**src/hdl/ifhc_pkg.sv**
```systemverilog
// ----------------------------------------------------------------------------
// ifhc_pkg
// Types, codes and helpers shared by the IPv4 flow header classifier.
// ----------------------------------------------------------------------------
package ifhc_pkg;

  localparam int COUNT_WIDTH = 16;
  localparam int LEN_W       = COUNT_WIDTH + 1;

  typedef logic [COUNT_WIDTH-1:0] count_t;
  typedef logic [LEN_W-1:0]       len_t;

  localparam count_t COUNT_MAX = '1;

  // link header
  localparam logic [15:0] IPV4_TYPE  = 16'h0800;
  localparam logic [4:0]  ETH_HDR    = 5'd14;
  localparam logic [4:0]  COOKED_HDR = 5'd16;
  localparam logic [5:0]  IP_HDR_MIN = 6'd20;

  localparam logic [7:0] PROTO_TCP = 8'd6;
  localparam logic [7:0] PROTO_UDP = 8'd17;

  localparam logic [7:0] TLS_HANDSHAKE    = 8'h16;
  localparam logic [7:0] TLS_CLIENT_HELLO = 8'h01;

  // lowercase payload patterns
  localparam logic [39:0] STR_HTTP = 40'h687474702F;  // "http/"
  localparam logic [39:0] STR_POST = 40'h706F737420;  // "post "
  localparam logic [31:0] STR_GET  = 32'h67657420;    // "get "
  localparam logic [23:0] STR_FTP  = 24'h667470;      // "ftp"
  localparam logic [23:0] STR_DNS  = 24'h646E73;      // "dns"

  // result codes
  localparam logic [1:0] LINK_NONE   = 2'd0;
  localparam logic [1:0] LINK_ETH    = 2'd1;
  localparam logic [1:0] LINK_COOKED = 2'd2;

  localparam logic [1:0] NET_TCP   = 2'd0;
  localparam logic [1:0] NET_UDP   = 2'd1;
  localparam logic [1:0] NET_OTHER = 2'd2;

  localparam logic [1:0] TRN_NONE = 2'd0;
  localparam logic [1:0] TRN_TCP  = 2'd1;
  localparam logic [1:0] TRN_UDP  = 2'd2;

  localparam logic [2:0] APP_UNKNOWN = 3'd0;
  localparam logic [2:0] APP_HTTPS   = 3'd1;
  localparam logic [2:0] APP_HTTP    = 3'd2;
  localparam logic [2:0] APP_FTP     = 3'd3;
  localparam logic [2:0] APP_DNS     = 3'd4;

  // configuration registers
  localparam logic [1:0] CFG_HTTPS_PORT = 2'd0;
  localparam logic [1:0] CFG_FTP_PORT   = 2'd1;
  localparam logic [1:0] CFG_DNS_PORT   = 2'd2;

  localparam logic [15:0] HTTPS_PORT_RST = 16'd443;
  localparam logic [15:0] FTP_PORT_RST   = 16'd21;
  localparam logic [15:0] DNS_PORT_RST   = 16'd53;

  typedef struct packed {
    logic [15:0] https_port;
    logic [15:0] ftp_port;
    logic [15:0] dns_port;
  } cfg_t;

  typedef struct packed {
    logic [7:0] data_byte;
    logic       end_of_packet;
  } in_item_t;

  typedef struct packed {
    logic        frame_valid;
    logic [1:0]  link_kind;
    logic [31:0] source_address;
    logic [31:0] destination_address;
    logic [1:0]  network_kind;
    logic [1:0]  transport_kind;
    logic [15:0] source_port;
    logic [15:0] destination_port;
    logic [2:0]  application_kind;
    logic [15:0] payload_length;
  } out_item_t;

  typedef struct packed {
    logic http;
    logic ftp;
    logic dns;
    logic tls_first;
    logic tls;
  } match_flags_t;

  function automatic logic [7:0] lower_ascii(input logic [7:0] b);
    lower_ascii = (b >= 8'h41 && b <= 8'h5A) ? b + 8'h20 : b;
  endfunction

  function automatic logic [4:0] link_offset(input logic [1:0] kind);
    logic [4:0] off;
    unique case (kind)
      LINK_ETH:    off = ETH_HDR;
      LINK_COOKED: off = COOKED_HDR;
      default:     off = 5'd0;
    endcase
    link_offset = off;
  endfunction

endpackage

```
**src/hdl/ifhc_parser.sv**
```systemverilog
// ----------------------------------------------------------------------------
// ifhc_parser
// Per-byte frame state: link detect, IPv4 and transport header capture,
// payload pattern flags, and the frame summary computed on the last byte.
// ----------------------------------------------------------------------------
module ifhc_parser import ifhc_pkg::*; (
  input  logic      clk,
  input  logic      rst_n,
  input  logic      fire,
  input  in_item_t  item,
  input  cfg_t      cfg,
  output out_item_t result
);

  count_t       cnt_r, cnt_nxt;
  logic [1:0]   link_r, link_nxt;
  logic [15:0]  type_r, type_nxt;
  logic [5:0]   ihl_r, ihl_nxt;
  logic [7:0]   proto_r, proto_nxt;
  logic [31:0]  src_r, src_nxt;
  logic [31:0]  dst_r, dst_nxt;
  logic [31:0]  port_r, port_nxt;
  logic [7:0]   pstart_r, pstart_nxt;
  logic         armed_r, armed_nxt;
  logic [39:0]  recent_r, recent_nxt;
  match_flags_t flags_r, flags_nxt;

  count_t      pos, rel, trel, idx;
  logic [7:0]  b;
  logic [4:0]  loff;
  logic        hdr_act, trn_act, pl_act;
  logic [3:0]  doff;
  logic [39:0] win;

  len_t        len, tstart, plen_full;
  logic        ok;
  logic [1:0]  net, tk;
  logic [15:0] sp, dp;

  always_comb begin
    pos = cnt_r;
    b   = item.data_byte;

    cnt_nxt    = (cnt_r == COUNT_MAX) ? cnt_r : cnt_r + 1'b1;
    type_nxt   = type_r;
    link_nxt   = link_r;
    ihl_nxt    = ihl_r;
    proto_nxt  = proto_r;
    src_nxt    = src_r;
    dst_nxt    = dst_r;
    port_nxt   = port_r;
    pstart_nxt = pstart_r;
    armed_nxt  = armed_r;
    recent_nxt = recent_r;
    flags_nxt  = flags_r;

    if (pos >= count_t'(12) && pos <= count_t'(15)) begin
      type_nxt = {type_r[7:0], b};
    end
    if (pos == count_t'(13) && type_nxt == IPV4_TYPE) begin
      link_nxt = LINK_ETH;
    end
    if (pos == count_t'(15) && link_r == LINK_NONE && type_nxt == IPV4_TYPE) begin
      link_nxt = LINK_COOKED;
    end

    loff    = link_offset(link_nxt);
    hdr_act = (link_nxt != LINK_NONE) && (pos >= count_t'(loff));
    rel     = pos - count_t'(loff);

    if (hdr_act) begin
      if (rel == count_t'(0)) begin
        ihl_nxt = {b[3:0], 2'b00};
      end else if (rel == count_t'(9)) begin
        proto_nxt = b;
        if (b == PROTO_UDP && ihl_r >= IP_HDR_MIN) begin
          pstart_nxt = 8'(loff) + 8'(ihl_r) + 8'd8;
          armed_nxt  = 1'b1;
        end
      end else if (rel >= count_t'(12) && rel <= count_t'(15)) begin
        src_nxt = {src_r[23:0], b};
      end else if (rel >= count_t'(16) && rel <= count_t'(19)) begin
        dst_nxt = {dst_r[23:0], b};
      end
    end

    trn_act = hdr_act && (ihl_nxt >= IP_HDR_MIN) && (rel >= count_t'(ihl_nxt));
    trel    = rel - count_t'(ihl_nxt);
    doff    = (b[7:4] < 4'd5) ? 4'd5 : b[7:4];
    if (trn_act) begin
      if (trel <= count_t'(3)) begin
        port_nxt = {port_r[23:0], b};
      end
      if (trel == count_t'(12) && proto_nxt == PROTO_TCP) begin
        pstart_nxt = 8'(loff) + 8'(ihl_nxt) + {2'b00, doff, 2'b00};
        armed_nxt  = 1'b1;
      end
    end

    // arming always lands past the current byte, so the stored start suffices
    pl_act = hdr_act && armed_r && (pos >= count_t'(pstart_r));
    idx    = pos - count_t'(pstart_r);
    win    = {recent_r[31:0], lower_ascii(b)};
    if (pl_act) begin
      recent_nxt = win;
      if (idx == count_t'(0) && b == TLS_HANDSHAKE) begin
        flags_nxt.tls_first = 1'b1;
      end
      if (idx == count_t'(5) && b == TLS_CLIENT_HELLO && flags_r.tls_first) begin
        flags_nxt.tls = 1'b1;
      end
      if (idx >= count_t'(4) && (win == STR_HTTP || win == STR_POST)) begin
        flags_nxt.http = 1'b1;
      end
      if (idx >= count_t'(3) && win[31:0] == STR_GET) begin
        flags_nxt.http = 1'b1;
      end
      if (idx >= count_t'(2) && win[23:0] == STR_FTP) begin
        flags_nxt.ftp = 1'b1;
      end
      if (idx >= count_t'(2) && win[23:0] == STR_DNS) begin
        flags_nxt.dns = 1'b1;
      end
    end
  end

  // frame summary, valid when the current byte is the last one
  always_comb begin
    len       = len_t'(pos) + len_t'(1);
    tstart    = len_t'(loff) + len_t'(ihl_nxt);
    ok        = (link_nxt != LINK_NONE) && (ihl_nxt >= IP_HDR_MIN) &&
                (len >= len_t'(loff) + len_t'(20)) && (len >= tstart);
    net       = (proto_nxt == PROTO_TCP) ? NET_TCP :
                (proto_nxt == PROTO_UDP) ? NET_UDP : NET_OTHER;
    tk        = TRN_NONE;
    if (net == NET_TCP && len >= tstart + len_t'(20)) begin
      tk = TRN_TCP;
    end else if (net == NET_UDP && len >= tstart + len_t'(8)) begin
      tk = TRN_UDP;
    end
    sp        = port_nxt[31:16];
    dp        = port_nxt[15:0];
    plen_full = len - len_t'(pstart_nxt);

    result = '0;
    if (ok) begin
      result.frame_valid         = 1'b1;
      result.link_kind           = link_nxt;
      result.source_address      = src_nxt;
      result.destination_address = dst_nxt;
      result.network_kind        = net;
      result.transport_kind      = tk;
      if (tk != TRN_NONE) begin
        result.source_port      = sp;
        result.destination_port = dp;
        if (armed_nxt && len > len_t'(pstart_nxt)) begin
          result.payload_length = (32'(plen_full) > 32'hFFFF) ? 16'hFFFF :
                                  16'(plen_full);
        end
      end
      if (tk == TRN_TCP) begin
        if (flags_nxt.tls || sp == cfg.https_port || dp == cfg.https_port) begin
          result.application_kind = APP_HTTPS;
        end else if (flags_nxt.http) begin
          result.application_kind = APP_HTTP;
        end else if (sp == cfg.ftp_port || dp == cfg.ftp_port || flags_nxt.ftp) begin
          result.application_kind = APP_FTP;
        end
      end else if (tk == TRN_UDP) begin
        if (sp == cfg.dns_port || dp == cfg.dns_port || flags_nxt.dns) begin
          result.application_kind = APP_DNS;
        end
      end
    end
  end

  always_ff @(posedge clk) begin
    if (!rst_n || (fire && item.end_of_packet)) begin
      cnt_r    <= '0;
      link_r   <= LINK_NONE;
      type_r   <= '0;
      ihl_r    <= '0;
      proto_r  <= '0;
      src_r    <= '0;
      dst_r    <= '0;
      port_r   <= '0;
      pstart_r <= '0;
      armed_r  <= 1'b0;
      recent_r <= '0;
      flags_r  <= '0;
    end else if (fire) begin
      cnt_r    <= cnt_nxt;
      link_r   <= link_nxt;
      type_r   <= type_nxt;
      ihl_r    <= ihl_nxt;
      proto_r  <= proto_nxt;
      src_r    <= src_nxt;
      dst_r    <= dst_nxt;
      port_r   <= port_nxt;
      pstart_r <= pstart_nxt;
      armed_r  <= armed_nxt;
      recent_r <= recent_nxt;
      flags_r  <= flags_nxt;
    end
  end

endmodule

```
**src/hdl/ipv4_flow_header_classifier.sv**
```systemverilog
// ----------------------------------------------------------------------------
// ipv4_flow_header_classifier
// Classifies captured Ethernet or cooked frames carrying IPv4 TCP/UDP.
// ----------------------------------------------------------------------------
// Input channel (in_valid/in_stall/in_item): one frame byte per item, with
// end_of_packet set on the frame's last byte. Output channel (out_valid/
// out_stall/out_item): one summary item per frame, issued for its last byte.
// Config port (cfg_we/cfg_index/cfg_wdata): HTTPS, FTP and DNS port numbers;
// unknown indexes are ignored. The user must write them only while no frame
// is in flight; the block itself does not enforce this.
// Throughput: one byte per cycle while in_stall is low. Each byte is held in
// an input register, then compare and counter logic updates the frame state.
// A last byte's summary is registered in the output register as it fires.
// The output register holds a summary while out_stall is high; non-final
// bytes keep flowing behind it, and in_stall rises only when a final byte
// waits for the output register.
// Reset (rst_n low, synchronous): channels empty, frame state cleared, port
// registers back to 443, 21 and 53.
// ----------------------------------------------------------------------------
module ipv4_flow_header_classifier import ifhc_pkg::*; (
  input  logic        clk,
  input  logic        rst_n,
  input  logic        in_valid,
  output logic        in_stall,
  input  in_item_t    in_item,
  output logic        out_valid,
  input  logic        out_stall,
  output out_item_t   out_item,
  input  logic        cfg_we,
  input  logic [1:0]  cfg_index,
  input  logic [15:0] cfg_wdata
);

  logic      s_valid_r;
  in_item_t  s_item_r;
  logic      out_valid_r;
  out_item_t out_item_r;
  cfg_t      cfg_r;

  logic      in_acc, s_adv, fire;
  out_item_t result;

  assign s_adv    = !s_item_r.end_of_packet || !out_valid_r || !out_stall;
  assign fire     = s_valid_r && s_adv;
  assign in_stall = s_valid_r && !s_adv;
  assign in_acc   = in_valid && !in_stall;

  ifhc_parser u_parser (
    .clk    (clk),
    .rst_n  (rst_n),
    .fire   (fire),
    .item   (s_item_r),
    .cfg    (cfg_r),
    .result (result)
  );

  always_ff @(posedge clk) begin
    if (!rst_n) begin
      s_valid_r <= 1'b0;
    end else if (in_acc) begin
      s_valid_r <= 1'b1;
    end else if (fire) begin
      s_valid_r <= 1'b0;
    end
  end

  always_ff @(posedge clk) begin
    if (in_acc) begin
      s_item_r <= in_item;
    end
  end

  always_ff @(posedge clk) begin
    if (!rst_n) begin
      out_valid_r <= 1'b0;
    end else if (fire && s_item_r.end_of_packet) begin
      out_valid_r <= 1'b1;
    end else if (!out_stall) begin
      out_valid_r <= 1'b0;
    end
  end

  always_ff @(posedge clk) begin
    if (fire && s_item_r.end_of_packet) begin
      out_item_r <= result;
    end
  end

  always_ff @(posedge clk) begin
    if (!rst_n) begin
      cfg_r.https_port <= HTTPS_PORT_RST;
      cfg_r.ftp_port   <= FTP_PORT_RST;
      cfg_r.dns_port   <= DNS_PORT_RST;
    end else if (cfg_we) begin
      unique case (cfg_index)
        CFG_HTTPS_PORT: cfg_r.https_port <= cfg_wdata;
        CFG_FTP_PORT:   cfg_r.ftp_port   <= cfg_wdata;
        CFG_DNS_PORT:   cfg_r.dns_port   <= cfg_wdata;
        default: ;
      endcase
    end
  end

  assign out_valid = out_valid_r;
  assign out_item  = out_item_r;

endmodule

```
**config.mk**
```make
export PLATFORM = sky130hd
export DESIGN_NAME = ipv4_flow_header_classifier
export DESIGN_NICKNAME = d
export VERILOG_FILES = /design/src/hdl/ifhc_pkg.sv /design/src/hdl/ifhc_parser.sv /design/src/hdl/ipv4_flow_header_classifier.sv
export SDC_FILE = /design/constraint.sdc
export NUM_CORES = 1
export LEC_CHECK = 0
export BUFFER_PORTS_ARGS = -buffer_cell sky130_fd_sc_hd__buf_2
export CELL_PAD_IN_SITES_DETAIL_PLACEMENT = 0
export CELL_PAD_IN_SITES_GLOBAL_PLACEMENT = 1
export CORE_MARGIN = 2
export CORE_UTILIZATION = 42
export DETAILED_ROUTE_END_ITERATION = 16
export PLACE_DENSITY = 0.88
export REMOVE_ABC_BUFFERS = 1
export SLEW_MARGIN = 10
export SYNTH_ARGS = -nofsm -noshare
export SYNTH_HDL_FRONTEND = slang
export SYNTH_SLANG_ARGS = --single-unit
```
**constraint.sdc**
```tcl
create_clock -name clk -period 9.85 [get_ports clk]
set_input_delay 1.97 -clock clk [delete_from_list [all_inputs] [get_ports clk]]
set_output_delay 1.97 -clock clk [all_outputs]
set_load 0.01 [all_outputs]
```
# --- Yosys cells after proc, flatten, opt, wreduce, memory -nomap -nowiden ---
# Cells that the tools add are included.
op_classes:
  add_sub_neg: 15
  n_lt_le_gt_ge: 24
  n_eq_ne: 31
  mux: 60
  bitwise_logic: 1
  reduce_logical: 63
ops:
  columns: ["operator", "count"]
  rows:
  - ["32-bit 2-to-1 mux", 12]
  - ["122-bit 2-to-1 mux", 1]
  - ["16-bit == test", 6]
  - ["40-bit by 39-bit == test with 1-bit output (second input constant)", 2]
  - ["8-bit 2-to-1 mux", 10]
  - ["17-bit >= comparator", 4]
  - ["16-bit by 4-bit == test with 1-bit output (second input constant)", 4]
  - ["16-bit 2-to-1 mux", 4]
  - ["24-bit by 23-bit == test with 1-bit output (second input constant)", 2]
  - ["32-bit by 31-bit == test with 1-bit output (second input constant)", 1]
  - ["16-bit by 2-bit >= comparator with 1-bit output (second input constant)", 2]
  - ["16-bit by 4-bit >= comparator with 1-bit output (second input constant)", 2]
  - ["16-bit by 4-bit less-or-equal comparator with 1-bit output (second input constant)", 2]
  - ["16-bit logical NOT", 2]
  - ["1-bit logical AND", 31]
  - ["8-bit by 5-bit == test with 1-bit output (second input constant)", 3]
  - ["5-bit by 6-bit adder with 7-bit output", 3]
  - ["16-bit by 1-bit adder with 17-bit output (second input constant)", 1]
  - ["17-bit by 4-bit adder with 17-bit output (second input constant)", 1]
  - ["17-bit by 5-bit adder with 17-bit output (second input constant)", 1]
  - ["17-bit by 16-bit > comparator with 1-bit output (second input constant)", 1]
  - ["17-bit by 8-bit > comparator with 1-bit output", 1]
  - ["17-bit by 8-bit subtractor with 17-bit output", 1]
  - ["16-bit by 1-bit adder with 16-bit output (second input constant)", 1]
  - ["40 further kinds", 96]
word_totals:
  ff_bits: 371
  in_bits: 32
  wordCells: 227

# --- Logic depth before layout (Yosys ltp) ---
logic_depth:
  depth_word: 25
  mapped_depth: 54
  mapped_depth_nobuf: 49

# --- By module ---
# Synthesis repeated with hierarchy kept, for this count alone.
hier_totals:
  cells_unflattened: 2511
  area_unflattened_um2: 21131.5
by_module_without_submodules:
  columns: ["module", "n_inst", "cells_per_inst", "area_each_um2"]
  rows:
  - ["ifhc_parser", 1, 2185, 15210.8]
  - ["ipv4_flow_header_classifier", 1, 326, 5920.7]

# --- Worst setup path before layout ---
# No wires, ideal clock.
synth_path:
  path_type: "register to register"
  start: "register u_parser.cnt_r[12]"
  end: "register out_item_r, in the netlist out_item[4], data pin"
  setup_ns: 0.273
  t_arrival_ns: 10.642
  required_time_ns: 9.577
  path_slack_ns: -1.066
  path_stages_with_launch: 49
  path_buffers: 4
  cell_sequence: "dfxtp_1 clkbuf_1 nor4_1 nand2_1 nor3_1 nand3_1 nor4_1 nand4_1 a21oi_1 ha_1 inv_1 ha_1 nor2b_1 o21ai_0 a21oi_1 and4bb_1 and4_1 buf_4 (+13 left out) nor4_1 nand4_1 clkbuf_1 a21oi_1 ha_1 inv_1 fa_1 a21o_1 a21oi_1 o21bai_1 a21oi_1 nor2b_1 o21a_1 or3_1 nor3_1 xor2_1 clkbuf_1 a21oi_1"
synth_via:
  elab_cells_between_ends: 77
  classes_between: "12 x add/sub; 11 x order compare; 10 x eq/ne; 25 x mux; 19 x reduce/logical"
synth_rtl:
  columns: ["element", "line_no", "text"]
  rows:
  - ["from (decl)", "ifhc_parser.sv:15", "count_t cnt_r, cnt_nxt;"]
  - ["from (signal assigned)", "ifhc_parser.sv:192", "cnt_r <= cnt_nxt;"]
  - ["16-bit by 4-bit >= comparator with 1-bit output or 16-bit by 4-bit less-or-equal comparator with 1-bit output (tied branches)", "ifhc_parser.sv:57", "if (pos >= count_t'(12) && pos <= count_t'(15)) begin"]
  - ["1-bit logical AND", "ifhc_parser.sv:57", null]
  - ["16-bit 2-to-1 mux", "ifhc_parser.sv:57", null]
  - ["16-bit by 12-bit == test with 1-bit output", "ifhc_parser.sv:60, ifhc_parser.sv:63", null]
  - ["1-bit logical AND", "ifhc_parser.sv:60", "if (pos == count_t'(13) && type_nxt == IPV4_TYPE) begin"]
  - ["2-bit 2-to-1 mux", "ifhc_parser.sv:60", null]
  - ["2-bit 2-to-1 mux", "ifhc_parser.sv:63", "if (pos == count_t'(15) && link_r == LINK_NONE && type_nxt == IPV4_TYPE) begin"]
  - ["2-bit == test or 2-bit by 1-bit == test with 1-bit output (tied branches)", "ifhc_pkg.sv:100", "unique case (kind)"]
  - ["(+5 left out)", null, null]
  - ["net u_parser.ihl_nxt[0]", "ifhc_parser.sv:18", "logic [5:0] ihl_r, ihl_nxt;"]
  - ["(+1 left out)", null, null]
  - ["16-bit by 4-bit == test with 1-bit output", "ifhc_parser.sv:94", "if (trel == count_t'(12) && proto_nxt == PROTO_TCP) begin"]
  - ["1-bit logical AND", "ifhc_parser.sv:94", null]
  - ["8-bit 2-to-1 mux", "ifhc_parser.sv:94", null]
  - ["8-bit 2-to-1 mux *", "ifhc_parser.sv:90", "if (trn_act) begin"]
  - ["net u_parser.pstart_nxt[0]", "ifhc_parser.sv:23", "logic [7:0] pstart_r, pstart_nxt;"]
  - ["17-bit by 8-bit subtractor with 17-bit output or 17-bit by 8-bit > comparator with 1-bit output (tied branches)", "ifhc_parser.sv:143, ifhc_parser.sv:156", null]
  - ["17-bit by 16-bit > comparator with 1-bit output or 1-bit logical AND (tied branches)", "ifhc_parser.sv:157, ifhc_parser.sv:156", null]
  - ["16-bit 2-to-1 mux or 3-bit AND reduction (tied branches)", null, null]
  - ["to (signal assigned)", "ipv4_flow_header_classifier.sv:85", "out_item_r <= result;"]
  - ["to (decl)", "ipv4_flow_header_classifier.sv:37", "out_item_t out_item_r;"]
# Mark *: on every way through the listed nets, which the timed path passes. The rest lies on a longest branch.
# A chain may end at the register's enable or synchronous reset.

# --- Worst setup path in the final report ---
layout_path:
  start: "register u_parser.cnt_r[11]"
  end: "register out_item_r, in the netlist out_item[14], data pin"
layout_via:
  elab_chain_len: 23
  elab_cells_between_ends: 77
  classes_between: "12 x add/sub; 11 x order compare; 10 x eq/ne; 25 x mux; 19 x reduce/logical"
layout_lines:
  columns: ["element", "line_no", "text"]
  rows:
  - ["16-bit by 4-bit >= comparator with 1-bit output or 16-bit by 4-bit less-or-equal comparator with 1-bit output (tied branches)", "ifhc_parser.sv:57", null]
  - ["1-bit logical AND", "ifhc_parser.sv:57", null]
  - ["16-bit 2-to-1 mux", "ifhc_parser.sv:57", null]
  - ["16-bit by 12-bit == test with 1-bit output", "ifhc_parser.sv:60, ifhc_parser.sv:63", null]
  - ["1-bit logical AND", "ifhc_parser.sv:60", null]
  - ["2-bit 2-to-1 mux", "ifhc_parser.sv:60", null]
  - ["2-bit 2-to-1 mux *", "ifhc_parser.sv:63", null]
  - ["net u_parser.link_nxt[0]", "ifhc_parser.sv:16", "logic [1:0] link_r, link_nxt;"]
  - ["parallel branches: the longest is 16 deep, another holds 17-bit by 8-bit subtractor with 17-bit output", null, null]
# Mark *: on every way through the listed nets, which the timed path passes.

==> flow_summary.yaml <==
run_status:
  status: "complete, but fails checks"
  violations: "setup timing"
power_and_ir_drop:
  peakVddDrop_mv: 0.1205
  switchingPower_w: 0.0009158
  netSwitchingFraction: 0.2523
  power_w: 0.003630
  power_density_mw_per_mm2: 147.1
  internal_power_w: 0.002714
  comb_power_share: 0.103
  pwr-share-clk: 0.448
  power.leakage_nw: 9.232
  p_seq_frac: 0.449
timing:
  timing.final.ws_setup_ps: -108.8
  drv_slew: 0
  setup_viol: 16
  rsz0062_at_grt: "yes"
  post-route-min-period_ps: 9959
  min_period_over_period: 1.011
  relSlewSlack: 0.2404
  worstMarginPinSlew_ps: 1137
  fmax_mhz: 100.4
  worst_clock_skew_ps: 27.98
  hold_viol: 0
final_layout:
  multi_input_comb_area_sq_mm: 0.01133
  fin_cells: 3386
  regArea_sq_mm: 0.008740
  diodes: 0
  post-route-util: 0.5042
  nFillCells: 4603
  drive_gt1_frac: 0.1723
  finalNetCount: 2798
  syn2layout_area_growth_pct: 18.54
logic_synthesis:
  async_reset_ff_frac: 0
  synth_warnings: 0
  syn_area_per_cell_sq_um: 8.222
  yosys.area.top_type_share: 0.2308
  synthCells: 2532
  synth_area_leaders: "dfxtp_1 (23%), edfxtp_1 (19%), nand2_1 (11%)"
  synth_cell_types: 89
  synth_seq_area_share: 0.4197
  yosysMostFrequentCell: "nand2_1"
  synth-seq-cells: 371
  yosys.area.top_type: "dfxtp_1"
  yosys_most_used_dff: "dfxtp_1"
  synth_edf_count: 131
  synth_area_sq_mm: 0.02082
  yosys-top-cells-count: "nand2_1 (591), a21oi_1 (299), dfxtp_1 (240)"
worst_setup_path:
  critPathLaunchType: "flip-flop"
  required_ps: 10170
  cp_max_fo: 8
  cp.arrival_ps: 10280
  crit_path_max_incr_delay_ps: 420
  cp_slowest_cell: "a311oi_2"
  crit_type: "reg2reg"
  cp-end-kind: "flip-flop"
cts:
  clk_latency_ps: 580
  cts_sinks: 371
  clock-root-buffer: "clkbuf_16"
  clk_transition_reported_paths_ps: 60
  clockBufferDepth: 3
  htree_levels: 2
  tritoncts: "built"
  numCtsBuffers: 41
grt:
  grt_use_total: 0.2546
  grt_max_degree: 86
  grt_pass1_vias: 18010
  grt_pass1_wl_mm: 102.0
  grt_overflow_total: 0
  grt_antenna_before_repair: 0
routing:
  routed_wire_length_per_instance_microns: 19.78
  vias: 19020
  routed_via_density: 5.616
  drc: 0
  totalWireLength_mm: 66.99
  first_iter_violations: 1946
  postRouteAntennaNets: 0
  drt-pass1-iter-count: 6
hold_path:
  hp-class: "reg2reg"
floorplanning:
  rows: 81
  dieArea_sq_mm: 0.05137
  die_w_microns: 226.6
  die_h_microns: 226.6
  core_area_sq_mm: 0.04895
  boundaryPins: 156
  start_util: 0.4253
place:
  dp_hpwl_mm: 46.94
  post-place-ws_ps: -669.6
  io_buffer_count: 155
  place.gp.congestion: 0.9966
  dpl.cell_count: 3290
run:
  max_cap_viol_count: 0
metrics by stage:
step | hold WS [ps] | TNS (ps) | instance area [sq um]
3_5_place_dp | 443.4 | -10580 | 22710
6_report | 449.0 | -1518 | 24680
3_3_place_gp | 437.8 | -2434 | 22710
4_1_cts | 451.8 | 0 | 24300
2_1_floorplan | 431.0 | -41870 | 20040
5_1_grt | 465.9 | -8050 | 24680
cell type report:
class                   instances  share of cell area
clock buffers                  50             0.04416
clock inverters                26             0.01384
inverters                      94             0.01460
multi-input cells            1873              0.4591
flip-flops and latches        371              0.3541
well taps                     664             0.03366
repair buffers                308             0.08046
critical path: cells and delay by family, from the launching register on:
kind | cells | cell delay [ps]
buf+inv | 9 | 1360
compound gates | 18 | 3460
fa+ha+maj | 4 | 790
simple gates | 16 | 3230
flops | 1 | 330
mux | 2 | 500
sequential cells by signal, indices dropped and copies added (netlist names):
| register | flops |
|---|---|
| u_parser.flags_r | 5 |
| u_parser.src_r | 32 |
| u_parser.pstart_r | 8 |
| cfg_r | 48 |
| u_parser.port_r | 32 |
| u_parser.dst_r | 32 |
| u_parser.type_r | 16 |
| u_parser.cnt_r | 16 |
| out_valid | 1 |
| u_parser.ihl_r | 6 |
| u_parser.armed_r | 1 |
| s_item_r | 9 |
| out_item | 122 |
| u_parser.link_r | 2 |
| u_parser.recent_r | 32 |
| s_valid_r | 1 |
| u_parser.proto_r | 8 |
layer usage:
| metal | vias up | global-route usage | wire length (microns) |
|---|---|---|---|
| met4 | 0 | 0.08404 | 1993 |
| met5 | - | 0 | 0 |
| met3 | 131 | 0.04354 | 4860 |
| met2 | 755 | 0.3899 | 29300 |
| met1 | 9115 | 0.3627 | 30840 |
| li1 | 9015 | - | - |
power groups by stage:
stage               clock (W)  sequential (W)  combinational, W
floorplan                   0         0.00166          0.000198
global placement            0         0.00166          0.000336
detailed placement          0         0.00166          0.000341
CTS                   0.00166         0.00163          0.000352
global route          0.00172         0.00163          0.000405
finish                0.00163         0.00163          0.000373
cell usage in the layout, fill, tap and decap left out, types with 72 or more instances in the layout:
cell type,Yosys,final
nand2_1,591,587
inv_1,94,90
dfxtp_1,240,239
buf_2,14,155
buf_4,1,145
a21oi_1,299,283
xnor2_1,72,72
xor2_1,99,98
nor2_1,164,155
edfxtp_1,131,131
cell families after synthesis:
family	after synthesis	synth area share
compound gates	553	0.1633
xor+xnor	171	0.07194
fa+ha+maj	79	0.04940
buf+inv	288	0.05427
flops	371	0.4197
mux	45	0.02188
simple gates	1025	0.2195
path summary, 6_finish.rpt:
path	startpoint	endpoint	slack, ps	depth (start not counted)
max	u_parser.cnt_r[11]	out_item[14]	-110	49
min	u_parser.src_r[27]	u_parser.src_r[27]	450	2
max reg2reg	u_parser.cnt_r[11]	out_item[14]	-110	49
min reg2reg	u_parser.src_r[27]	u_parser.src_r[27]	450	2
timing repair:
action / 4_1_cts / 5_1_grt
resized for setup: 29 / 56
setup endpoints to repair: 16 / 16
hold buffers: 0 / 0
pin swaps: 8 / 38
hold endpoints to repair: 0 / 0
buffers inserted: 7 / 11
gates cloned: 1 / 1
No activity file was read; power rests on OpenSTA's default activity.
